File: src/rtl/complex_gain_row_dot_product_top_assert.svh
// Assertion macros shared by the files that check the block's own logic.
// Both macros sample on the rising edge of clk and stay quiet while rst_n is low.
`ifndef COMPLEX_GAIN_ROW_DOT_PRODUCT_TOP_ASSERT_SVH
`define COMPLEX_GAIN_ROW_DOT_PRODUCT_TOP_ASSERT_SVH

// The condition must hold in the same cycle as the trigger.
`define CGRDP_ASSERT_NOW(lbl, trig, cond) \
    lbl: assert property (@(posedge clk) disable iff (!rst_n) (trig) |-> (cond)) \
        else $error("assertion failed: trig implies cond");

// The condition must hold in the cycle after the trigger.
`define CGRDP_ASSERT_NEXT(lbl, trig, cond) \
    lbl: assert property (@(posedge clk) disable iff (!rst_n) (trig) |=> (cond)) \
        else $error("assertion failed: trig implies cond next cycle");

`endif

File: src/rtl/cgrdp_ram.sv
module cgrdp_ram #(
    parameter int WIDTH = 32,
    parameter int DEPTH = 64
) (
    input  logic                     clk,
    input  logic                     we,
    input  logic [$clog2(DEPTH)-1:0] waddr,
    input  logic [WIDTH-1:0]         wdata,
    input  logic                     re,
    input  logic [$clog2(DEPTH)-1:0] raddr,
    output logic [WIDTH-1:0]         rdata
);

    logic [WIDTH-1:0] mem [DEPTH];

    always_ff @(posedge clk)
    begin
        if (we)
        begin
            mem[waddr] <= wdata;
        end
        if (re)
        begin
            rdata <= mem[raddr];
        end
    end

endmodule

File: config.mk
export PLATFORM = sky130hd
export DESIGN_NAME = cgrdp_ram
export DESIGN_NICKNAME = d
export VERILOG_FILES = /design/src/rtl/complex_gain_row_dot_product_top_assert.svh /design/src/rtl/cgrdp_ram.sv
export SDC_FILE = /design/constraint.sdc
export NUM_CORES = 2
export LEC_CHECK = 0
export CAP_MARGIN = 20
export CORE_MARGIN = 2
export CORE_UTILIZATION = 57
export CTS_BUF_LIST = sky130_fd_sc_hd__clkbuf_16
export DETAILED_ROUTE_END_ITERATION = 8
export DONT_BUFFER_PORTS = 1
export HOLD_SLACK_MARGIN = 0.12
export PLACE_DENSITY = 0.77
export SETUP_SLACK_MARGIN = 0.15
export SYNTH_ARGS = -nofsm -noshare
export SYNTH_HDL_FRONTEND = slang
export SYNTH_SLANG_ARGS = --single-unit
File: constraint.sdc
create_clock -name clk -period 3.9 [get_ports clk]
set_input_delay 0.39 -clock clk [delete_from_list [all_inputs] [get_ports clk]]
set_output_delay 0.39 -clock clk [all_outputs]
set_load 0.05 [all_outputs]
Yosys cells after proc, flatten, opt, wreduce, memory -nomap -nowiden

Memory sizes are Yosys's and may differ from the RTL's. A register that Yosys moved wholly into a read port is not among the register bits.
Index checks and enable logic that the tools add are counted.

Memories: 1
ROM bits: 0
Output and inout port bits: 32
Flip-flop bits (word level): 0
Bits in latches: 0
Memory bits (writable): 2048

Memories:

| memory | words | width | rd ports | clocked after Yosys merged registers in | wr ports | RTL line        | source |
|---|---|---|---|---|---|---|---|
| mem    | 64    | 32    | 1        | 1                                       | 1        | cgrdp_ram.sv:14 | `logic [WIDTH-1:0] mem [DEPTH];` |

Bitwise operators: 0
Reduce and logical (&&, ||, !) cells: 0
Shift operators: 0
$lt $le $gt $ge: 0
Div/mod/pow operators: 0
Add/subtract/negate cells: 0
Mux-type cells: 2
Equality and inequality tests: 0
$mul: 0

Operators with widths:

| cell             | count |
|---|---|
| 2-to-1 mux 1 bit | 2 |

Logic depth before layout (Yosys ltp)

Word-level depth: 2
Depth in mapped cells: 10

Least setup slack after synthesis

No wires, ideal clock.

Path type: input port to flip-flop
From: input waddr[3]
To: memory mem[48][0] (enable)
Stages on the path: 4
Path buffers: 1
Arrival time: 3.089 ns
Setup slack: 0.350 ns
Setup time: 0.461 ns
Cells stage by stage: clkbuf_1 -> nor2b_1 -> nand4b_1 -> nor3_1

RTL lines:

| what            | RTL line        | source |
|---|---|---|
| start, declared | cgrdp_ram.sv:7  | `input logic [$clog2(DEPTH)-1:0] waddr,` |
| end, declared   | cgrdp_ram.sv:14 |  |

No word-level cell before the write port.

==> impl_metrics.yaml <==
outcome:
  status: "finished, violations left"
  violations: "max-slew violations"
power:
  swShare: 0.216
  p_sw_mw: 9.87
  p_per_area_nw_per_um2: 513
  design_power_total_mw: 45.7
  combinationalPowerShare: 0.047
  leakagePower_nw: 27.7
  intPower_mw: 35.8
  pwr-share-clk: 0.405
  p_seq_frac: 0.548
  vdd_drop_max_v: 0.000472
detailed_routing:
  drtAntennaViolNets: 0
  drt_first_pass_iters: 8
  drt_wl_total_mm: 218
  via_count: 39000
  avgViaCountPerCell: 7.15
  wl_per_cell_um: 39.9
  route.detailed.drc: 0
  drt_iter0_drc: 7084
logic_synthesis:
  synth_top_family_by_area: "multiplexers"
  syn_avg_cell_area_sq_um: 23.7
  synth_compound_area_frac: 0.0167
  synth-main-ff-cell: "edfxtp_1"
  synth_fp_nets: 3371
  yosysSeqAreaShare: 0.792
  yosys.area_share.simple: 0.0126
  syn_inst: 3324
  synth_xor_area_frac: 0
  synth.cell_area_sq_um: 78800
  synth_edf_count: 2080
  synth.distinct_cells: 33
  synth_fa_ha_area_frac: 0
  muxShareOfSynthArea: 0.167
  yosys_warnings: 0
  ys_seq_elements: 2080
  synthArstFlopShare: 0
finish:
  final_common_cell: "edfxtp_1"
  syn_to_final_growth_pct: 12.9
  fin_cells: 5464
  stdcell_area_sq_um: 89000
  fill_cells: 8156
  layout.nets: 3555
  drive_above_1_share: 0.276
  mostFrequentLayoutCells: "edfxtp_1, mux4_2, clkbuf_16"
clock_network:
  cts_tree: "yes"
  cts_resized: 0
  cts_buffer_depth: 3
  cts.sinks: 2080
  h-tree-depth: 4
  clk_latency_ns: 0.85
  clkSlewWorstSetupHoldPaths_ns: 0.07
  cts_root_buffer: "clkbuf_16"
  cts_buffers: 194
global_routing:
  grt_max_degree: 514
  gr-usage-all-layers: 0.309
  grt_first_pass_wirelength_mm: 302
  grt-ovfl-total: 0
  grt_pass1_vias: 39500
  antenna_found_initial: 8
place:
  dp_cells: 5024
  portBuffers: 0
  gp_congestion: 0.805
  placed_cell_area_sq_um: 81400
  dp_hpwl_mm: 98.0
die:
  start_util: 0.574
  dieArea_sq_um: 141000
  core_sq_um: 137000
  die_h_um: 376
  die_w_um: 376
  boundaryPins: 79
  rows: 136
setup_path:
  r2r_setup_slack_ns: 1.12
  worstReg2RegStart: "mem[13][11]"
  critPathSlowestCell: "mux4_2"
  worst_r2r_path_depth: 4
  arrival_ns: 4.01
  worst_r2r_endpoint: "rdata[11]"
  slowest_delay_ns: 0.62
  crit_chain: "buf_16, buf_16, buf_16, mux4_2, o22ai_1, nor2_1, a21oi_1, dlygate4sd3_1, nor2_1"
  start_kind: "input port"
  crit_fanout: 109
  worstPathRequired_ns: 4.48
  endpoint_kind: "flip-flop"
  cpMostUsedCell: "buf_16"
  path_class: "input port to flip-flop"
timing:
  fin_crit_ns: 3.43
  rsz0062_at_grt: "no"
  post-route-period-util: 0.881
  slew_violations: 60
  setup_violations: 0
  clock-skew-final_ns: 0.0442
  tns_ns: 0
  whs_ns: 0.172
  slew_headroom: -0.0850
  worstMarginPinSlew_ns: 1.63
  fmax_ghz: 0.291
  final-hold-violation-count: 0
job:
  drv_cap: 0
worst_hold_path:
  hold_end: "rdata[31]"
  whs_path_depth: 3
  min_path_type: "input port to flip-flop"
  min_from: "raddr[2]"
## per-stage QoR
| stage | setup WS (ns) | util |
|---|---|---|
| global route | 0.283 | 0.648 |
| finish | 0.465 | 0.648 |
| global placement | 0.833 | 0.592 |
| CTS | 1.09 | 0.647 |
| detailed placement | 0.856 | 0.593 |
| floorplan | 0.350 | - |
## how the worst max path moves through the flow
stage                            end  cells past startpoint   startpoint
after floorplan           mem[48][0]                      4     waddr[3]
after global placement     rdata[22]                      4     raddr[0]
after detailed placement   rdata[22]                      4     raddr[0]
after CTS                  rdata[22]                      4  mem[31][22]
after global routing       rdata[30]                      9     raddr[0]
final                      rdata[30]                      9     raddr[0]
## critical path, delay by kind of cell
family	cells	cell delay (ns)
AO/OA/AOI/OAI	2	0.40
AND/OR/NAND/NOR	2	0.25
buffers and inverters	4	2.04
multiplexers	1	0.62
## final cells by class
class,instances,area (sq um),share of cell area
clock buffer,198,4950,0.0557
antenna,4,10.0,0.000112
clock inverter,156,1130,0.0128
tap,1794,2240,0.0252
timing repair buffer,170,2230,0.0250
sequential,2080,62500,0.702
multi-input combinational,1062,16000,0.179
## power groups by stage
stage	combinational, mW	clock (mW)	sequential, mW
after global routing	2.21	19.3	25.0
after detailed placement	1.31	0	25.5
after global placement	1.29	0	25.5
after CTS	1.89	18.4	25.0
after floorplan	1.20	0	25.4
final	2.15	18.5	25.0
## state kept, by name (all words and copies together), names as in the netlist
name,count
mem,2048
rdata,32
## routing by layer
layer / wire length (um) / GRT usage
met5: 30 / 0
met4: 12400 / 0.145
met3: 29700 / 0.0816
met2: 106000 / 0.487
met1: 70400 / 0.407
## cells in the mapped netlist (8+ instances only)
master | number | area share
nand2_1 | 26 | 0.0012
clkbuf_1 | 74 | 0.0035
buf_2 | 57 | 0.0036
o22ai_1 | 84 | 0.0067
buf_4 | 25 | 0.0024
mux2i_1 | 93 | 0.012
mux4_2 | 544 | 0.16
nand2b_1 | 8 | 0.00063
nor2_1 | 137 | 0.0065
a311oi_1 | 8 | 0.00089
a21oi_1 | 62 | 0.0039
buf_1 | 21 | 0.0010
nor2b_1 | 15 | 0.0012
edfxtp_1 | 2080 | 0.79
o221ai_1 | 27 | 0.0030
a22oi_1 | 12 | 0.0011
## repair_timing
action,in CTS,in global routing
setup endpoints to repair,0,13
hold buffers,75,0
setup buffers,0,0
endpoints found under the hold margin,2231,0
## cell families after synthesis
logic type | count (synthesis)
DFF | 2080
muxes | 637
and+or+nand+nor | 223
AOI/OAI and AO/OA | 202
buffers and inverters | 182
Power figures use the tool's default switching activity.
