**src/rtl/complex_gain_row_dot_product_top_assert.svh**
```systemverilog
// Assertion macros shared by the files that check the block's own logic.
// Both macros sample on the rising edge of clk and stay quiet while rst_n is low.
`ifndef COMPLEX_GAIN_ROW_DOT_PRODUCT_TOP_ASSERT_SVH
`define COMPLEX_GAIN_ROW_DOT_PRODUCT_TOP_ASSERT_SVH

// The condition must hold in the same cycle as the trigger.
`define CGRDP_ASSERT_NOW(lbl, trig, cond) \
    lbl: assert property (@(posedge clk) disable iff (!rst_n) (trig) |-> (cond)) \
        else $error("assertion failed: trig implies cond");

// The condition must hold in the cycle after the trigger.
`define CGRDP_ASSERT_NEXT(lbl, trig, cond) \
    lbl: assert property (@(posedge clk) disable iff (!rst_n) (trig) |=> (cond)) \
        else $error("assertion failed: trig implies cond next cycle");

`endif

```
**src/rtl/cgrdp_pkg.sv**
```systemverilog
package cgrdp_pkg;

    localparam int MAX_ANTENNAS  = 64;
    localparam int POLARIZATIONS = 4;
    localparam int MAX_TIMESTEPS = 1024;

    localparam int ANT_W = $clog2(MAX_ANTENNAS);
    localparam int POL_W = $clog2(POLARIZATIONS);

    // Field widths of the transactions and registers.
    localparam int FIELD_ANT_W = 6;
    localparam int FIELD_POL_W = 2;
    localparam int COEF_W      = 16;
    localparam int SUM_OUT_W   = 20;
    localparam int CFG_NA_W    = 7;
    localparam int CFG_NT_W    = 11;
    localparam int CFG_DATA_W  = 32;
    localparam int CFG_ADDR_W  = 3;

    localparam int ROWS_MAX = (MAX_ANTENNAS - 1) * MAX_TIMESTEPS * POLARIZATIONS;
    localparam int ROW_W    = $clog2(ROWS_MAX + 1);
    localparam int GEOM_PROD_W = CFG_NA_W + CFG_NT_W;

    // Datapath widths: exact products, lane sums and the four-lane total.
    localparam int FRAC_BITS = 15;
    localparam int PROD_W    = 2 * COEF_W;
    localparam int LANE_W    = PROD_W + 1;
    localparam int ACC_W     = LANE_W + POL_W + 1;
    localparam logic signed [ACC_W-1:0] ROUND_BIAS = ACC_W'(2 ** (FRAC_BITS - 1));

    typedef enum logic
    {
        ACT_LOAD    = 1'b0,
        ACT_COMPUTE = 1'b1
    } action_t;

    typedef enum logic
    {
        REG_ANTENNAS  = 1'b0,
        REG_TIMESTEPS = 1'b1
    } reg_idx_t;

    typedef struct packed
    {
        logic signed [COEF_W-1:0] re;
        logic signed [COEF_W-1:0] im;
    } cplx_t;

    typedef cplx_t [POLARIZATIONS-1:0] lanes_t;

    // Clamped geometry of the data vector.
    typedef struct packed
    {
        logic [CFG_NA_W-1:0] na;
        logic [ROW_W-1:0]    rows;
    } geom_t;

    // Sideband of one row: antenna used and end-of-vector mark.
    typedef struct packed
    {
        logic [ANT_W-1:0] antenna;
        logic             last;
    } row_tag_t;

endpackage

```
**src/rtl/cgrdp_ctrl.sv**
```systemverilog
module cgrdp_ctrl (
    input  logic                clk,
    input  logic                rst_n,
    input  logic                step,
    input  cgrdp_pkg::geom_t    geom,
    output cgrdp_pkg::row_tag_t tag
);
    import cgrdp_pkg::*;

    logic [ROW_W-1:0]    row_reg;
    logic [ROW_W-1:0]    row_next;
    logic [ANT_W-1:0]    ant_reg;
    logic [ANT_W-1:0]    ant_next;
    logic [ANT_W-1:0]    ant_eff;
    logic [ROW_W:0]      row_inc;
    logic [CFG_NA_W:0]   ant_inc;
    logic                end_ant;
    logic                last_ant;

    always_comb
    begin
        ant_eff  = (int'(ant_reg) >= MAX_ANTENNAS) ? '0 : ant_reg;
        row_inc  = (ROW_W+1)'(row_reg) + (ROW_W+1)'(1);
        end_ant  = row_inc >= (ROW_W+1)'(geom.rows);
        ant_inc  = (CFG_NA_W+1)'(ant_eff) + (CFG_NA_W+1)'(1);
        last_ant = ant_inc >= (CFG_NA_W+1)'(geom.na);

        tag.antenna = ant_eff;
        tag.last    = end_ant && last_ant;

        row_next = row_reg;
        ant_next = ant_reg;
        if (step)
        begin
            if (end_ant)
            begin
                row_next = '0;
                ant_next = last_ant ? '0 : ANT_W'(ant_inc);
            end
            else
            begin
                row_next = row_inc[ROW_W-1:0];
                ant_next = ant_eff;
            end
        end
    end

    always_ff @(posedge clk or negedge rst_n)
    begin
        if (!rst_n)
        begin
            row_reg <= '0;
            ant_reg <= '0;
        end
        else
        begin
            row_reg <= row_next;
            ant_reg <= ant_next;
        end
    end

endmodule

```
**config.mk**
```make
export PLATFORM = sky130hd
export DESIGN_NAME = cgrdp_ctrl
export DESIGN_NICKNAME = d
export VERILOG_FILES = /design/src/rtl/complex_gain_row_dot_product_top_assert.svh /design/src/rtl/cgrdp_pkg.sv /design/src/rtl/cgrdp_ctrl.sv
export SDC_FILE = /design/constraint.sdc
export NUM_CORES = 1
export LEC_CHECK = 0
export BUFFER_PORTS_ARGS = -buffer_cell sky130_fd_sc_hd__buf_2
export CAP_MARGIN = 20
export CORE_MARGIN = 2
export CORE_UTILIZATION = 55
export DETAILED_ROUTE_END_ITERATION = 16
export PLACE_DENSITY = 0.79
export SLEW_MARGIN = 40
export SYNTH_ARGS = -nofsm -noshare
export SYNTH_HDL_FRONTEND = slang
export SYNTH_SLANG_ARGS = --single-unit
```
**constraint.sdc**
```tcl
create_clock -name clk -period 4.2 [get_ports clk]
set_input_delay 0.21 -clock clk [delete_from_list [all_inputs] [get_ports clk]]
set_output_delay 0.21 -clock clk [all_outputs]
set_load 0.005 [all_outputs]
```
==> Yosys cells after proc, flatten, opt, wreduce, memory -nomap -nowiden <==
Cells that the tools add are included.
{ "op_classes": {"reduce_logical": 2, "add_sub_neg": 2, "muxes": 2, "order_cmp": 2} }
{ "op_table": {"columns": ["op", "count"], "rows": [
  ["18-bit by 1-bit adder with 19-bit output (second input constant)", 1],
  ["19-bit by 18-bit greater-or-equal comparator with 1-bit output", 1],
  ["18-bit 2-to-1 mux", 1],
  ["6-bit by 1-bit adder with 7-bit output (second input constant)", 1],
  ["7-bit greater-or-equal comparator", 1],
  ["6-bit 2-to-1 mux", 1],
  ["2-bit AND reduction", 1],
  ["1-bit logical AND", 1]
]} }
{ "totals": {"word_cells": 10, "input_bits": 28, "register_bits": 24, "output_inout_bits": 7} }

==> Depth between registers and ports, before layout <==
{ "logic_depth": {"word_depth": 3, "depth_mapped": 13, "depth_no_buf": 12} }

==> Worst setup path before layout <==
No wires, ideal clock.
{ "synth_path": {"kind": "reg2out", "start": "reg row_reg[0]", "end": "out tag[0] (netlist name)", "path_stages_with_launch": 14, "arrival_time_ns": 2.945, "slack_ns": 1.045, "required_time_ns": 3.990, "cell_sequence": "dfrtp_1 ha_1 nand3_2 nor3_4 nand2_1 xnor2_1 ha_1 and3_1 nand3_1 nor4_1 o311a_4 or2_1 buf_4 and2_1"} }
{ "synth_rtl": {"columns": ["element", "line", "rtl"], "rows": [
  ["start: declaration", "cgrdp_ctrl.sv:10", "logic [ROW_W-1:0] row_reg;"],
  ["start signal: assignment", "cgrdp_ctrl.sv:57", "row_reg <= row_next;"],
  ["end: declaration", "cgrdp_ctrl.sv:6", "output cgrdp_pkg::row_tag_t tag"]
]} }

==> metrics.yaml <==
yosys:
  synthXorXnorAreaFrac: 0.07208
  synth_ff_type: "dfrtp_1"
  yosys_warnings: 0
  synth_mux_area_frac: 0.02574
  ys_ff_latch: 24
  syn_area_mm2: 0.002187
  synth_compound_area_frac: 0.2162
  ys_types: 48
  synth_top_family_by_area: "compound AO/OA/AOI/OAI gates"
  syn_avg_cell_area_um2: 9.189
  synthCells: 238
  syn-num-nets: 293
  synth_fa_ha_area_frac: 0.1545
  synth-simple-area-share: 0.1888
  synthArstFlopShare: 1.000
  ys_seq_area_frac: 0.2746
  synth-edff-count: 0
route:
  wl_per_cell_um: 13.94
  dr.first_iter.drc_count: 84
  routed_wl_um: 4462
  drt_pass1_iterations: 4
  drc: 0
  via_count: 1806
  vias_per_cell: 5.644
  ant_nets: 0
worst_setup_path:
  crit_path_max_fanout: 14
  cp.arrival_ns: 3.72
  cp.required_ns: 3.99
  r2r_cells: 12
  worstSetupEndpointType: "output port"
  worst-setup-path-type: "reg -> out"
  start_kind: "flop"
sta:
  fmax_mhz: 254.2
  setup_viol: 0
  period_minus_slack_ns: 3.934
  setup_tns_ns: 0
  hold_viol_final: 0
  final_max_slew_viol_count: 0
  rsz0062_at_grt: "no"
  timing.final.crit_share: 0.9367
  worstMarginPinSlew_ns: 0.5540
  fin_skew_ns: 0.007505
  relSlewSlack: 0.6279
finish:
  layout.cells.most_common_list: "buf_2, inv_1, ha_1"
  nets: 328
  syn_to_final_growth_pct: 12.30
  largest_reg_flops: 18
  drive_gt1_frac: 0.1985
  n_antenna_cell: 0
  final_common_cell: "buf_2"
  instances_no_fill: 320
clocking:
  root_buffer: "clkbuf_8"
  clockBufferDepth: 2
  cts_tree: "done"
  clkLatencyLatePin_ns: 0.27
  htreeDepth: 1
  post_cts_buffers: 0
  clk_pin_slew_ns: 0.09
  numCtsBuffers: 3
  cts_sinks: 24
global_route:
  grt_max_degree: 25
  grt_pass1_vias: 1742
  grt_usage: 0.2243
  antenna_found_initial: 0
  grt_overflow: 0
  grt_pass1_wl_um: 7783
status:
  status: "completed"
floorplanning:
  die_h_um: 67.06
  num_rows: 22
  fp.dieW_um: 67.06
  dieArea_mm2: 0.004497
  io_pins: 35
  initial_core_util: 0.5842
  coreArea_mm2: 0.003744
pwr:
  p_int_mw: 0.5598
  vdd_drop_max_mv: 0.4276
  p_per_area_mw_per_mm2: 377.6
  p_clk_frac: 0.170
  leakage_nw: 1.296
  pwr-share-seq: 0.368
  comb_power_share: 0.462
  swShare: 0.3965
  switchingPower_mw: 0.3677
run:
  drv_cap: 0
placed_design:
  io_buffers: 34
  gp_congestion: 0.8873
  hpwl_um: 3578
  placed_cells: 315
worst_hold_path:
  worstHoldPathCells: 3
  worstHoldPathType: "in -> reg"
## worst paths after layout
check	from	to	slack (ns)
max	row_reg[0]	tag[0]	0.27
min in group asynchronous	rst_n	row_reg[4]	0.46
min	step	row_reg[6]	0.39
max in group asynchronous	rst_n	row_reg[2]	3.38
max reg2reg	row_reg[0]	ant_eff[0]	0.65
min reg2reg	row_reg[9]	row_reg[9]	0.57
## final cells by class
class	count	area, um2
multi-input cells	178	1440
fillers	331	1287
flip-flops and latches	24	600.6
repair buffers	36	187.7
inverters	30	112.6
well taps	48	60.06
clock buffers	4	55.05
## critical path, cell delays in order, from the launching register on
cell and delay, ns:
dfrtp_1 0.44, ha_1 0.29, nand3_2 0.16, nor3_4 0.43, nand3_1 0.16, xnor2_1 0.24
ha_1 0.29, a21oi_1 0.16, o21ai_1 0.09, and2_1 0.17, o311a_4 0.41, or2_4 0.33
and2_1 0.17, buf_2 0.12
## cells by family (layout without fill, tap and decap cells)
| group | Yosys count | after routing |
|---|---|---|
| xor+xnor | 18 | 18 |
| mux | 5 | 5 |
| buf+inv | 36 | 70 |
| simple gates | 75 | 75 |
| fa+ha+maj | 27 | 27 |
| flops | 24 | 24 |
| compound gates | 53 | 53 |
## per-stage QoR
stage	util	setup WS (ns)	power, mW	cell area, um2	hold WS (ns)
floorplan	-	1.045	0.6495	2187	-0.08559
global placement	0.6380	0.5094	0.7566	2389	0.2276
detailed placement	0.6380	0.4291	0.7745	2389	0.2267
CTS	0.6554	0.1306	0.9332	2454	0.3821
global route	0.6561	0.02803	1.014	2456	0.4072
finish	0.6561	0.2657	0.9275	2456	0.3855
## power groups by stage
stage               sequential (mW)  clock (mW)  combinational (mW)
floorplan                     0.335           0               0.315
global placement              0.341           0               0.416
detailed placement            0.345           0               0.429
CTS                           0.340       0.160               0.432
global route                  0.350       0.168               0.496
finish                        0.341       0.157               0.429
## repair_timing
action | CTS | global route
endpoints found under the setup margin | 0 | 1
hold buffers | 1 | 0
gates resized for setup | 0 | 1
endpoints found under the hold margin | 24 | 0
## synthesized netlist by cell type, types with 3 or more instances
library cell | instances | area share
inv_1 | 30 | 0.051
ha_1 | 27 | 0.15
nand2_1 | 25 | 0.043
dfrtp_1 | 24 | 0.27
o2bb2ai_1 | 11 | 0.044
xnor2_1 | 11 | 0.044
nand3_1 | 10 | 0.023
nor2_1 | 8 | 0.014
a21oi_1 | 7 | 0.016
a22o_1 | 7 | 0.028
o31ai_1 | 7 | 0.024
xor2_1 | 7 | 0.028
and3_1 | 5 | 0.014
nand4_1 | 4 | 0.011
nor2b_1 | 4 | 0.011
a21o_1 | 3 | 0.010
and2_1 | 3 | 0.0086
and4_1 | 3 | 0.012
mux2i_1 | 3 | 0.014
o21ai_0 | 3 | 0.0069
## layer usage
metal,global-route usage,vias up,part of all wire
met5,0,-,0
met4,0.03061,0,0.0018
met3,0.03716,2,0.041
met2,0.3787,40,0.47
met1,0.3061,839,0.49
li1,-,925,-
No activity file was read; power rests on OpenSTA's default activity.
