File: src/rtl/complex_gain_row_dot_product_top_assert.svh
// Assertion macros shared by the files that check the block's own logic.
// Both macros sample on the rising edge of clk and stay quiet while rst_n is low.
`ifndef COMPLEX_GAIN_ROW_DOT_PRODUCT_TOP_ASSERT_SVH
`define COMPLEX_GAIN_ROW_DOT_PRODUCT_TOP_ASSERT_SVH

// The condition must hold in the same cycle as the trigger.
`define CGRDP_ASSERT_NOW(lbl, trig, cond) \
    lbl: assert property (@(posedge clk) disable iff (!rst_n) (trig) |-> (cond)) \
        else $error("assertion failed: trig implies cond");

// The condition must hold in the cycle after the trigger.
`define CGRDP_ASSERT_NEXT(lbl, trig, cond) \
    lbl: assert property (@(posedge clk) disable iff (!rst_n) (trig) |=> (cond)) \
        else $error("assertion failed: trig implies cond next cycle");

`endif

File: src/rtl/cgrdp_pkg.sv
package cgrdp_pkg;

    localparam int MAX_ANTENNAS  = 64;
    localparam int POLARIZATIONS = 4;
    localparam int MAX_TIMESTEPS = 1024;

    localparam int ANT_W = $clog2(MAX_ANTENNAS);
    localparam int POL_W = $clog2(POLARIZATIONS);

    // Field widths of the transactions and registers.
    localparam int FIELD_ANT_W = 6;
    localparam int FIELD_POL_W = 2;
    localparam int COEF_W      = 16;
    localparam int SUM_OUT_W   = 20;
    localparam int CFG_NA_W    = 7;
    localparam int CFG_NT_W    = 11;
    localparam int CFG_DATA_W  = 32;
    localparam int CFG_ADDR_W  = 3;

    localparam int ROWS_MAX = (MAX_ANTENNAS - 1) * MAX_TIMESTEPS * POLARIZATIONS;
    localparam int ROW_W    = $clog2(ROWS_MAX + 1);
    localparam int GEOM_PROD_W = CFG_NA_W + CFG_NT_W;

    // Datapath widths: exact products, lane sums and the four-lane total.
    localparam int FRAC_BITS = 15;
    localparam int PROD_W    = 2 * COEF_W;
    localparam int LANE_W    = PROD_W + 1;
    localparam int ACC_W     = LANE_W + POL_W + 1;
    localparam logic signed [ACC_W-1:0] ROUND_BIAS = ACC_W'(2 ** (FRAC_BITS - 1));

    typedef enum logic
    {
        ACT_LOAD    = 1'b0,
        ACT_COMPUTE = 1'b1
    } action_t;

    typedef enum logic
    {
        REG_ANTENNAS  = 1'b0,
        REG_TIMESTEPS = 1'b1
    } reg_idx_t;

    typedef struct packed
    {
        logic signed [COEF_W-1:0] re;
        logic signed [COEF_W-1:0] im;
    } cplx_t;

    typedef cplx_t [POLARIZATIONS-1:0] lanes_t;

    // Clamped geometry of the data vector.
    typedef struct packed
    {
        logic [CFG_NA_W-1:0] na;
        logic [ROW_W-1:0]    rows;
    } geom_t;

    // Sideband of one row: antenna used and end-of-vector mark.
    typedef struct packed
    {
        logic [ANT_W-1:0] antenna;
        logic             last;
    } row_tag_t;

endpackage

File: src/rtl/cgrdp_cfg.sv
module cgrdp_cfg (
    input  logic                             clk,
    input  logic                             rst_n,
    input  logic                             psel,
    input  logic                             penable,
    input  logic                             pwrite,
    input  logic [cgrdp_pkg::CFG_ADDR_W-1:0] paddr,
    input  logic [cgrdp_pkg::CFG_DATA_W-1:0] pwdata,
    output logic [cgrdp_pkg::CFG_DATA_W-1:0] prdata,
    output logic                             pready,
    output cgrdp_pkg::geom_t                 geom
);
    import cgrdp_pkg::*;

    logic [CFG_NA_W-1:0]    na_reg;
    logic [CFG_NT_W-1:0]    nt_reg;
    logic [CFG_NA_W-1:0]    na_c;
    logic [CFG_NT_W-1:0]    nt_c;
    logic [CFG_NA_W-1:0]    na_m1;
    logic [GEOM_PROD_W-1:0] prod;
    reg_idx_t               idx;
    logic                   wr_en;

    assign pready = 1'b1;
    assign idx    = reg_idx_t'(paddr[CFG_ADDR_W-1]);
    assign wr_en  = psel && penable && pwrite;

    always_ff @(posedge clk or negedge rst_n)
    begin
        if (!rst_n)
        begin
            na_reg <= CFG_NA_W'(2);
            nt_reg <= CFG_NT_W'(1);
        end
        else if (wr_en)
        begin
            case (idx)
                REG_ANTENNAS:  na_reg <= pwdata[CFG_NA_W-1:0];
                REG_TIMESTEPS: nt_reg <= pwdata[CFG_NT_W-1:0];
                default:       ;
            endcase
        end
    end

    always_comb
    begin
        case (idx)
            REG_ANTENNAS:  prdata = CFG_DATA_W'(na_reg);
            REG_TIMESTEPS: prdata = CFG_DATA_W'(nt_reg);
            default:       prdata = '0;
        endcase
    end

    // Out-of-range register values are clamped where they are used.
    always_comb
    begin
        if (na_reg < CFG_NA_W'(2))
        begin
            na_c = CFG_NA_W'(2);
        end
        else if (int'(na_reg) > MAX_ANTENNAS)
        begin
            na_c = CFG_NA_W'(MAX_ANTENNAS);
        end
        else
        begin
            na_c = na_reg;
        end

        if (nt_reg == '0)
        begin
            nt_c = CFG_NT_W'(1);
        end
        else if (int'(nt_reg) > MAX_TIMESTEPS)
        begin
            nt_c = CFG_NT_W'(MAX_TIMESTEPS);
        end
        else
        begin
            nt_c = nt_reg;
        end

        na_m1     = na_c - CFG_NA_W'(1);
        prod      = GEOM_PROD_W'(na_m1) * GEOM_PROD_W'(nt_c);
        geom.na   = na_c;
        geom.rows = ROW_W'({prod, POL_W'(0)});
    end

endmodule

File: config.mk
export PLATFORM = sky130hd
export DESIGN_NAME = cgrdp_cfg
export DESIGN_NICKNAME = d
export VERILOG_FILES = /design/src/rtl/complex_gain_row_dot_product_top_assert.svh /design/src/rtl/cgrdp_pkg.sv /design/src/rtl/cgrdp_cfg.sv
export SDC_FILE = /design/constraint.sdc
export NUM_CORES = 1
export LEC_CHECK = 0
export BUFFER_PORTS_ARGS = -buffer_cell sky130_fd_sc_hd__buf_2
export CORE_ASPECT_RATIO = 0.8
export CORE_UTILIZATION = 30
export CTS_CLUSTER_DIAMETER = 30
export CTS_CLUSTER_SIZE = 10
export DETAILED_ROUTE_END_ITERATION = 6
export GPL_TIMING_DRIVEN = 0
export PLACE_DENSITY = 0.56
export REMOVE_ABC_BUFFERS = 1
export SYNTH_ARGS = -nofsm -noshare
export SYNTH_HDL_FRONTEND = slang
export SYNTH_SLANG_ARGS = --single-unit
File: constraint.sdc
create_clock -name clk -period 7.7 [get_ports clk]
set_clock_uncertainty 0.1 [all_clocks]
set_input_delay 1.155 -clock clk [delete_from_list [all_inputs] [get_ports clk]]
set_output_delay 1.155 -clock clk [all_outputs]
set_load 0.05 [all_outputs]
; Yosys cells after proc, flatten, opt, wreduce, memory -nomap -nowiden
; Cells that the tools add are included.
[word_totals]
register_bits = 18
input_bits = 40
output_inout_bits = 58
wordCells = 18
[classes]
n_addsub = 1
n_mul = 1
magnitude_cmp = 3
n_mux = 5
n_bitwise = 1
reduce_logical = 5
[op_table]
columns = cell, count
row1 = $pmux 32 s2, 1
row2 = $mux 11, 2
row3 = $mul 7x11->16, 1
row4 = $mux 7, 2
row5 = $gt 11x11->1 const B, 1
row6 = $logic_not 11->1, 1
row7 = $gt 7x7->1 const B, 1
row8 = $lt 7x2->1 const B, 1
row9 = $sub 7x1->7 const B, 1
row10 = $reduce_and 2->1, 2
row11 = $logic_and 1x1->1, 2
row12 = $not 1->1, 1

; Logic depth before layout (Yosys ltp)
; Gate-level depths: netlist (run 1).
[logic_depth]
word_depth = 5
mapped_depth = 22
mapped_depth_nobuf = 21

; Least setup slack after synthesis (run 1)
; OpenSTA, ideal clock, no wires.
[synth_path]
path_type = register -> output
startpoint = register na_reg[3]
endpoint = output port geom[17] (netlist bit)
arrival_ns = 6.377
t_required_ns = 6.445
setup_slack_ns = 0.068
stages_incl_launch_ff = 22
n_path_buf = 1
cell_sequence = dfrtp_1 -> buf_6 -> or4_4 -> o21ai_4 -> ha_1 -> or3b_1 -> xor2_1 -> nor2_1 -> fa_1 -> inv_1 -> fa_1 -> inv_1 -> fa_1 -> inv_1 -> fa_1 -> inv_1 -> ha_1 -> a211oi_1 -> o21bai_1 -> a21oi_1 -> o221ai_1 -> xnor2_1
[synth_rtl]
columns = item, line_no
row1 = "start, declared", cgrdp_cfg.sv:15  ; logic [CFG_NA_W-1:0] na_reg;
row2 = "start signal, assigned", cgrdp_cfg.sv:38  ; REG_ANTENNAS: na_reg <= pwdata[CFG_NA_W-1:0];
row3 = "end, declared", cgrdp_cfg.sv:11  ; output cgrdp_pkg::geom_t geom

==> results by stage, run 1 <==
Cells and area:
- The number of antenna diodes is 0.
- The synthesis-to-finish area growth is 13.3%.
- The flip-flop count of the largest register, all copies and words added is 11.
- The share of cells above drive strength 1 is 24.8%.
- The number of fillers in the final layout is 1226.
- The final layout net count is 566.

Placed design:
- Timing analysis after detailed placement gives a worst setup slack of -0.233 ns.
- Summed over all nets, the half-perimeter wirelength after detailed placement is 6.59 mm.
- During placement, the flow inserted port buffers numbering 50.
- The placer congestion estimate is 0.808.

Critical path:
- The critical path startpoint category is a flop.
- The worst setup path is captured at an output port.
- The required time of the worst setup path is roughly 6.4 ns.
- The critical path goes through or4_4, o21ai_4, ha_4, or3b_4, xor2_4, nor2_1, fa_1, fa_1, fa_1, inv_1, fa_1, inv_1, ha_1, o21ai_0, a21boi_1, nand3_2, o31ai_2, xor2_1, buf_4.
- The setup check on the worst reg-to-reg path leaves a slack of 6.47 ns.
- The worst register-to-register path has a depth of 1.
- The maximum single-stage delay on the critical path is 0.55 ns.
- Among all stages on the critical path, the largest delay is contributed by or4_4.
- Of all nets on the critical path, the largest fanout is 10.
- The arrival time reported for the critical path endpoint is 6.22 ns.
- The number of buffers and inverters on the critical path is 3.
- The critical path runs through a total of 19 cells.
- Broken down by cell family, the worst path's largest delay share belongs to adder cells.
- The startpoint identified for the worst register-to-register timing path is nt_reg[10].
- The critical path starts at na_reg[3].
- Counting stages on the worst path, the most repeated cell is fa_1.
- The capturing element of the worst setup path is geom[15].
- The reg-to-reg critical path endpoint is nt_reg[10].
- The critical path is of the reg2out type.

Yosys:
- The post-synthesis async set-or-reset flop share is between 90% and 100%.
- For this run, the register share of the synthesized area comes to 12.5%.
- The portion of synthesized cell area occupied by the leading cell type is around a quarter.
- Counting instances in the post-synthesis netlist gives the leading cell types as inv_1, nor2_1, fa_1.
- The number of enable-type register cells in the synthesized netlist is 0.
- In the post-synthesis netlist, the cell with the most instances is inv_1.
- The Yosys step of the flow raised 0 warnings.
- The cell taking the most area after synthesis is fa_1.
- After synthesis the netlist holds a flip-flop and latch count of 18.
- After synthesis, the netlist uses 55 different library cells.
- In the synthesized netlist, the number of instances is 407.
- Sorting the synthesized cells by area gives the leading types as fa_1, dfrtp_1, ha_1.
- The synthesized area is approximately 3600 µm².
- The most used flip-flop cell after synthesis is dfrtp_1.
- After synthesis, the mean cell area works out to 8.91 µm².

Clock tree:
- The clock-pin slew reported for the worst setup and hold paths after clock tree synthesis is ~0.05 ns.
- The clock tree buffer depth is 2.
- For this design, the CTS-stage hold fixing added 0 buffers.
- The tree is rooted in a clkbuf_16.
- TritonCTS built the clock tree.
- The maximum level of the CTS H-tree is 1.
- Clock latency on the worst-skew pair, taken at its later pin, is 0.25 ns.
- Buffers inserted during clock tree synthesis total 3.
- The clock net in this run drives a total of 18 sinks.

Timing:
- The slew at the pin closest to its max-slew limit is 0.739 ns.
- Dividing the final minimum period by the clock period gives 97.0%.
- The highest clock frequency the design can meet is 0.134 GHz.
- The minimum period implied by the final worst setup slack is 7.47 ns.
- The final-report hold violation count came to 0.
- The final setup violation count is 0.
- The final number of max-transition violations came to 0.
- In this run the tightest slew margin relative to its limit is about half.
- Setup repair after global routing left no endpoint under its margin.
- Across all setup checks in the final design, the least slack found is 0.230 ns.

Route:
- The remaining number of nets flagged by the antenna check after routing is 0.
- For this block, the initial DRC count from the detailed router was 150.
- The wire length after detailed routing is around 7.9 mm.
- The number of remaining DRC errors is 10.
- The final routed wire length divided by cell count is about 13 µm.
- Before antenna repair, the detailed router went through 7 iterations.
- The routed layout has 2793 vias.
- The routed via count divided by cell count is 4.66.

Floorplan:
- The die width is between 100 and 150 µm.
- The die outline height is 100 µm.
- The starting utilization of the core area is 31.1%.
- The die covers 12500 µm².
- The floorplan has 35 rows.
- The count of boundary I/O pins is slightly below 100.
- The area of the core region is around 12000 µm².

GRT:
- The total overflow left after global routing is 0.
- Global routing consumed, over all layers together, 12.8% of the routing resources.
- The wire length of the first global-routing pass is around 13 mm.
- The initial antenna violation count was 0.
- The number of global-route vias before repair is 2620.
- The maximum number of pins on one net before global-route repair is 25.

Status:
- The final reports fail on DRC.
- The run finished, with violations left.

Worst hold path:
- The class of the tightest hold or removal check is reg2reg.

Job:
- The tool flagged a number of max-cap violations equal to 0.
worst min path at each step:
stage / endpoint / slack [ns] / cells after the start / startpoint
after floorplan: na_reg[0] / 0.41 / 1 / na_reg[0]
after global placement: na_reg[0] / 0.46 / 1 / na_reg[0]
after detailed placement: na_reg[0] / 0.47 / 1 / na_reg[0]
after CTS: na_reg[0] / 0.48 / 1 / na_reg[0]
after global routing: nt_reg[8] / 0.50 / 1 / nt_reg[8]
final: na_reg[0] / 0.48 / 1 / na_reg[0]
final cells by class:
class	count	area [µm²]	area share, %
multi-input combinational	320	2900	70.6
sequential	18	455	11.1
timing repair buffer	51	268	6.52
inverter	59	221	5.39
tap	148	185	4.51
clock buffer	4	78.8	1.92
logic make-up (layout without fill, tap and decap cells):
group,Yosys count,in the layout,share of synthesized area (%)
flops,18,18,12.5
simple gates,142,142,21.2
compound gates,38,38,7.59
mux,26,26,8.04
xor+xnor,17,17,4.11
buf+inv,91,114,12.2
fa+ha+maj,73,73,34.1
other cells,2,24,0.207
metrics by stage:
| step | instances | hold slack (ns) | utilization [%] | area (µm²) | TNS (ns) |
|---|---|---|---|---|---|
| 2_1_floorplan | 397 | 0.414 | - | 3490 | 0 |
| 3_3_place_gp | 595 | 0.456 | 33.7 | 3920 | -0.725 |
| 3_5_place_dp | 595 | 0.469 | 33.7 | 3920 | -1.01 |
| 4_1_cts | 600 | 0.478 | 34.8 | 4060 | 0 |
| 5_1_grt | 600 | 0.501 | 35.3 | 4110 | 0 |
| 6_report | 600 | 0.477 | 35.3 | 4110 | 0 |
placed cells by master, fill, tap and decap left out, types with 3 or more instances in the layout:
cell type	count
inv_1	58
xor2_1	5
and2_1	8
buf_2	46
a21o_1	3
nor3_1	3
o21ai_0	7
nand2_2	4
a21oi_1	7
nor2_1	46
buf_4	4
a211oi_1	4
nor2b_1	14
nand4_1	3
fa_1	43
nand2_1	23
conb_1	24
nor4_1	3
clkbuf_16	3
mux2_2	25
xnor2_1	10
dfrtp_1	14
ha_1	29
nand2b_1	17
layer usage:
layer / GRT usage (%) / share of wire, % / vias up
met2: 19.1 / 46 / 51
li1: - / - / 1350
met1: 20.3 / 51 / 1390
met3: 1.12 / 3.6 / 2
met5: 0 / 0 / -
met4: 1.41 / 0.29 / 0
repair_timing:
| action | in CTS | in global routing |
|---|---|---|
| pin swaps | 1 | 2 |
| endpoints found under the hold margin | 0 | 0 |
| cloned | 0 | 0 |
| resized for setup | 9 | 12 |
| endpoints found under the setup margin | 6 | 6 |
| buffers inserted | 1 | 0 |
Power of run 1 is left out: the tool's default activity adds up to more than one toggle a clock period on the data nets, which glitch-free logic cannot reach.
==> inputs of run 2 (changes only) <==
Settings changed: PLACE_DENSITY 0.56 to unset.
Clock period 7.7 ns to 8.2 ns, I/O delays scaled along.
==> results by stage, run 2 (synthesized netlist as in run 1, its figures left out) <==
Route:
- The met1 layer wirelength in the final routing came to 3.80 mm (-5.1%).
- The number of remaining DRC errors is 12 (+2).
- The wire length after detailed routing is 7.84 mm (-1.1%).
- The routed via count divided by cell count came to 4.69 (+0.70%).
- The routed length on met3 is 408 µm (+44%).
- The met2 wirelength from detailed routing is 3.59 mm (-0.58%).
- The number of detailed-routing iterations run before antenna repair is 6 (-1).
- The final routed wire length divided by cell count is 13.0 µm (-1.4%).
- The total vias in the final route is 2822 (+1.0%).
- The starting DRC count in detailed routing is 135 (-10%).
- The remaining number of nets flagged by the antenna check after routing was 0 (unchanged).
- The top layer used by detailed routing is met4.

Floorplan:
- The die area is 12500 µm² (unchanged).
- The number of placement rows is 35 (unchanged).
- The count of boundary I/O pins is 98 (unchanged).
- The die width is 125 µm (unchanged).
- The starting utilization of the core area was 31.1% (unchanged).
- The area of the core region was 11600 µm² (unchanged).
- The die outline height is 100 µm (unchanged).

Placed design:
- The placer congestion estimate is 0.821 (+1.6%).
- The count of port buffers added during placement was 50 (unchanged).
- The cell area reported after detailed placement was 3920 µm² (unchanged).
- The detailed placement HPWL is 6.64 mm (+0.78%).

Clock tree:
- The hold buffer count at CTS is 0 (unchanged).
- The clock-pin slew reported for the worst setup and hold paths after clock tree synthesis is 0.05 ns (about the same).
- The source-to-sink clock delay at the later pin of the worst-skew pair is 0.25 ns (about the same).
- The CTS tree is done.
- The TritonCTS sink count is 18 (unchanged).
- Clock tree synthesis selected as its root buffer the cell clkbuf_16.
- The maximum level of the CTS H-tree is 1 (unchanged).
- The clock tree buffer depth is 2 (unchanged).
- The number of buffers added by the clock tree synthesis step is 3 (unchanged).

Status:
- The run finished, with violations left.
- The final reports fail on DRC.

Cells and area:
- The flip-flop count of the largest register, all copies and words added was 11 (unchanged).
- In the layout the commonest cells are inv_1, buf_2, nor2_1.
- The final layout net count is 568 (+0.35%).
- The number of antenna diodes is 0 (unchanged).
- The share of cells above drive strength 1 is 23.8% (-0.99 points).
- The area growth from synthesis to layout is 12.6%.
- The final instance area is 4080 µm² (-0.55%).
- The leading cell type in the layout, fill and taps excluded is inv_1.

Timing:
- The clock period could shrink to about 7.8 ns.
- The highest clock frequency the design can meet is 0.128 GHz.
- The final-report hold violation count is 0 (unchanged).
- The final setup violation count is 0 (unchanged).
- The worst slew slack as a fraction of its limit is 48.8% (-1.9 points).
- The final number of max-transition violations is 0 (unchanged).
- Setup repair after global routing left no endpoint under its margin.
- The slew at the pin closest to its max-slew limit was 0.766 ns (+0.0278 ns).
- The final hold slack was 0.465 ns (-0.0121 ns).
- Of the available clock period, the critical path in the final layout requires 95.2%.
- The setup TNS came to 0 ns (unchanged).

GRT:
- The remaining global-route overflow came to 0 (unchanged).
- The number of global-route vias before repair is 2582 (-1.5%).
- The maximum number of pins on one net before global-route repair was 25 (unchanged).
- The overall global routing resource usage is 12.3% (-0.43 points).
- The initial antenna violation count is 0 (unchanged).
- The wire length of the first global-routing pass was 12.7 mm (-3.7%).

Critical path:
- The worst setup path is launched from a flop.
- STA classifies the critical path endpoint as an output port.
- The largest driver fanout on the critical path is 10 (unchanged).
- The arrival time reported for the critical path endpoint is 6.48 ns (+0.26 ns).
- The setup path with the least slack is of type reg2out.
- The required time of the worst setup path is 6.87 ns (+0.43 ns).

Worst hold path:
- The tightest min-delay check is of the reg2reg type.

Job:
- The max-capacitance violation count is 0 (unchanged).
run 2: metal layers:
layer / global-route usage (%) / vias to the layer above
met5: 0 / -
met4: 1.88 / 0
met3: 1.23 / 4
met2: 19.1 / 76
met1: 18.8 / 1391
li1: - / 1351
run 2: layout make-up:
cell class	instances	area (µm²)
clock buffer	4	88.8
fill	1199	7560
inverter	59	221
multi-input combinational	320	2860
sequential	18	453
tap	148	185
timing repair buffer	53	275
run 2: worst paths after layout:
path	start	to	slack (ns)	depth (start not counted)
setup reg to reg	nt_reg[10]	nt_reg[10]	6.95	1
hold reg to reg	na_reg[0]	na_reg[0]	0.47	1
max in group asynchronous	rst_n	nt_reg[0]	6.87	1
min in group asynchronous	rst_n	nt_reg[6]	0.81	1
setup / recovery	na_reg[3]	geom[17]	0.39	21
hold / removal	na_reg[0]	na_reg[0]	0.47	1
run 2: repair_timing:
action / in CTS / in global routing
setup endpoints to repair: 5 / 6
gates resized for setup: 1 / 7
pin swaps: 0 / 1
setup buffers: 0 / 3
cloned: 0 / 0
run 2: through the flow:
| step | std cells | util, % | setup slack (ns) |
|---|---|---|---|
| floorplan | 397 | - | 0.493 |
| global placement | 595 | 33.7 | 0.276 |
| detailed placement | 595 | 33.7 | 0.206 |
| CTS | 599 | 34.5 | 0.0218 |
| global route | 602 | 35.1 | 0.0611 |
| finish | 602 | 35.1 | 0.391 |
run 2: critical path: stages, from the launching register on:
cell and delay (ns):
dfrtp_1 0.51, or4_4 0.58, o21ai_4 0.16, ha_2 0.25
or3b_1 0.51, xor2_4 0.30, nor2_1 0.09, fa_1 0.49
inv_1 0.05, fa_1 0.52, inv_1 0.05, fa_1 0.53
inv_1 0.06, fa_1 0.52, inv_1 0.04, ha_1 0.36
a211oi_1 0.31, o21bai_1 0.13, a21oi_1 0.14, o221ai_1 0.14
xnor2_1 0.18, buf_2 0.29
Power of run 2 is left out for the same reason.
==> inputs of run 3 (changes only) <==
Settings changed: CORE_UTILIZATION 30 to 35.
==> results by stage, run 3 (synthesized netlist as in run 1, its figures left out) <==
Status:
- The run finished with clean final reports.

Route:
- The number of remaining DRC errors is 0 (-12).
- The number of detailed-routing iterations run before antenna repair was 4 (-2).
- The starting DRC count in detailed routing is 78 (-42%).
- The routed via count divided by cell count is 4.76 (+1.6%).
- The remaining number of nets flagged by the antenna check after routing is 0 (unchanged).
- The final routed wire length divided by cell count came to 13.2 µm (+1.1%).
- The total vias in the final route is 2800 (-0.78%).
- The wire length after detailed routing came to 7.74 mm (-1.2%).

Critical path:
- The maximum single-stage delay on the critical path is 0.58 ns (about the same).
- The sum of buffers and inverters on the critical path was 5 (unchanged).
- The largest driver fanout on the critical path is 10 (unchanged).
- The count of cell instances traversed by the critical path is 21 (unchanged).
- The arrival time reported for the critical path endpoint is 6.58 ns (+0.10 ns).
- The critical path goes through or4_4, o21ai_4, ha_2, or3b_1, xor2_4, nor2_1, fa_1, inv_1, fa_1, inv_1, fa_1, inv_1, fa_1, inv_1, ha_1, a211oi_1, o21bai_1, a21oi_1, o221ai_1, xnor2_1, buf_2.
- The logic depth of the worst register-to-register path came to 1 (unchanged).
- The library cell contributing the largest single delay on the critical path is or4_4.
- The category of cells accounting for the largest share of critical-path delay is adder cells.
- The worst setup path is launched from a flop.
- By startpoint and endpoint, the worst setup path is classified as reg2out.
- The required time of the worst setup path was 6.87 ns (about the same).
- The kind of end point of the critical path is an output port.

Cells and area:
- The flip-flop count of the largest register, all copies and words added was 11 (unchanged).
- The share of cells above drive strength 1 was 23.5% (-0.34 points).
- The number of fillers in the final layout is 1029 (-14%).
- The area occupied by multi-input gates is 2860 µm² (unchanged).
- The final layout net count is 566 (-0.35%).
- The synthesis-to-finish area growth is 11.7%.
- The top cell types in the final layout, fill and taps aside, are inv_1, buf_2, nor2_1.
- The number of antenna diodes is 0 (unchanged).
- Leaving out fill and tap cells, the most frequent cell in the layout is inv_1.
- The core occupancy in the finished layout is 41.1% (+6.1 points).
- The area of all sequential standard cells is 453 µm² (unchanged).

GRT:
- The initial antenna violation count is 0 (unchanged).
- The number of global-route vias before repair was 2703 (+4.7%).
- The remaining global-route overflow was 0 (unchanged).
- The maximum number of pins on one net before global-route repair came to 25 (unchanged).
- The overall global routing resource usage is 15.0% (+2.6 points).
- The wire length of the first global-routing pass is 12.9 mm (+1.3%).

Clock tree:
- The maximum level of the CTS H-tree came to 1 (unchanged).
- The TritonCTS sink count is 18 (unchanged).
- TritonCTS built the clock tree.
- The clock tree buffer depth came to 2 (unchanged).
- The number of buffers added by the clock tree synthesis step is 3 (unchanged).
- The hold buffer count at CTS is 0 (unchanged).
- The clock-pin slew reported for the worst setup and hold paths after clock tree synthesis is 0.05 ns (about the same).
- The source-to-sink clock delay at the later pin of the worst-skew pair came to 0.25 ns (about the same).
- The root buffer cell chosen for the clock tree is clkbuf_16.

Floorplan:
- The starting utilization of the core area was 36.8% (+5.7 points).
- The count of boundary I/O pins is 98 (unchanged).
- The die width is 116 µm (-7.3%).
- The area of the core region came to 9850 µm² (-15%).
- The number of placement rows is 32 (-8.6%).
- The die outline height is 93.0 µm (-7.3%).
- The die area came to 10800 µm² (-14%).

Timing:
- The final number of max-transition violations is 0 (unchanged).
- The final-report hold violation count is 0 (unchanged).
- The highest clock frequency the design can meet is 0.126 GHz (-1.3%).
- The worst slew slack as a fraction of its limit is 50.9% (+2.1 points).
- The minimum period implied by the final worst setup slack came to 7.91 ns (+0.105 ns).
- The slew at the pin closest to its max-slew limit came to 0.735 ns (-0.0315 ns).
- The ratio of final minimum period to clock period is 96.5% (+1.3 points).
- The final setup violation count is 0 (unchanged).

Worst hold path:
- The cell count of the worst hold path is 1 (unchanged).
- The class of the tightest hold or removal check is reg2reg.

Placed design:
- The count of port buffers added during placement is 50 (unchanged).
- The detailed placement HPWL is 6.53 mm (-1.7%).
- The placer congestion estimate is 0.797 (-2.9%).

Job:
- The max-capacitance violation count is 0 (unchanged).
==> run 3: through the flow <==
step | instances | cell area, µm² | setup TNS [ns] | worst slack (ns) | hold slack, ns
finish | 588 | 4050 | 0 | 0.286 | 0.482
global route | 588 | 4050 | -0.0112 | -0.00743 | 0.507
CTS | 587 | 4010 | 0 | 0.0586 | 0.482
detailed placement | 583 | 3910 | 0 | 0.179 | 0.471
global placement | 583 | 3910 | 0 | 0.280 | 0.462
floorplan | 397 | 3490 | 0 | 0.493 | 0.414
==> run 3: worst paths after layout <==
kind / startpoint / end / slack (ns)
max in group asynchronous: rst_n / na_reg[1] / 6.88
min: nt_reg[6] / nt_reg[6] / 0.48
max: na_reg[3] / geom[17] / 0.29
max reg2reg: nt_reg[10] / nt_reg[10] / 6.94
min in group asynchronous: rst_n / na_reg[0] / 0.80
min reg2reg: nt_reg[6] / nt_reg[6] / 0.48
==> run 3: layer usage <==
metal | wire [µm] | track usage [%] | part of all wire, % | vias to the layer above
met5 | 0 | 0 | 0 | -
met4 | 8 | 1.82 | 0.10 | 0
met3 | 428 | 2.14 | 5.5 | 2
met2 | 3490 | 22.5 | 45 | 79
met1 | 3820 | 23.0 | 49 | 1368
li1 | - | - | - | 1351
==> run 3: cell type report <==
| type | instances | share of cell area (%) |
|---|---|---|
| Sequential cell | 18 | 11.2 |
| Timing Repair Buffer | 51 | 6.36 |
| Multi-Input combinational cell | 320 | 70.6 |
| Inverter | 59 | 5.47 |
| Clock buffer | 4 | 2.19 |
| Tap cell | 136 | 4.20 |
==> run 3: timing repair <==
action	in CTS	in global routing
hold endpoints to repair	0	0
setup buffers	0	1
pin swaps	0	1
resized for setup	2	5
setup endpoints to repair	5	6
Power of run 3 is left out for the same reason.
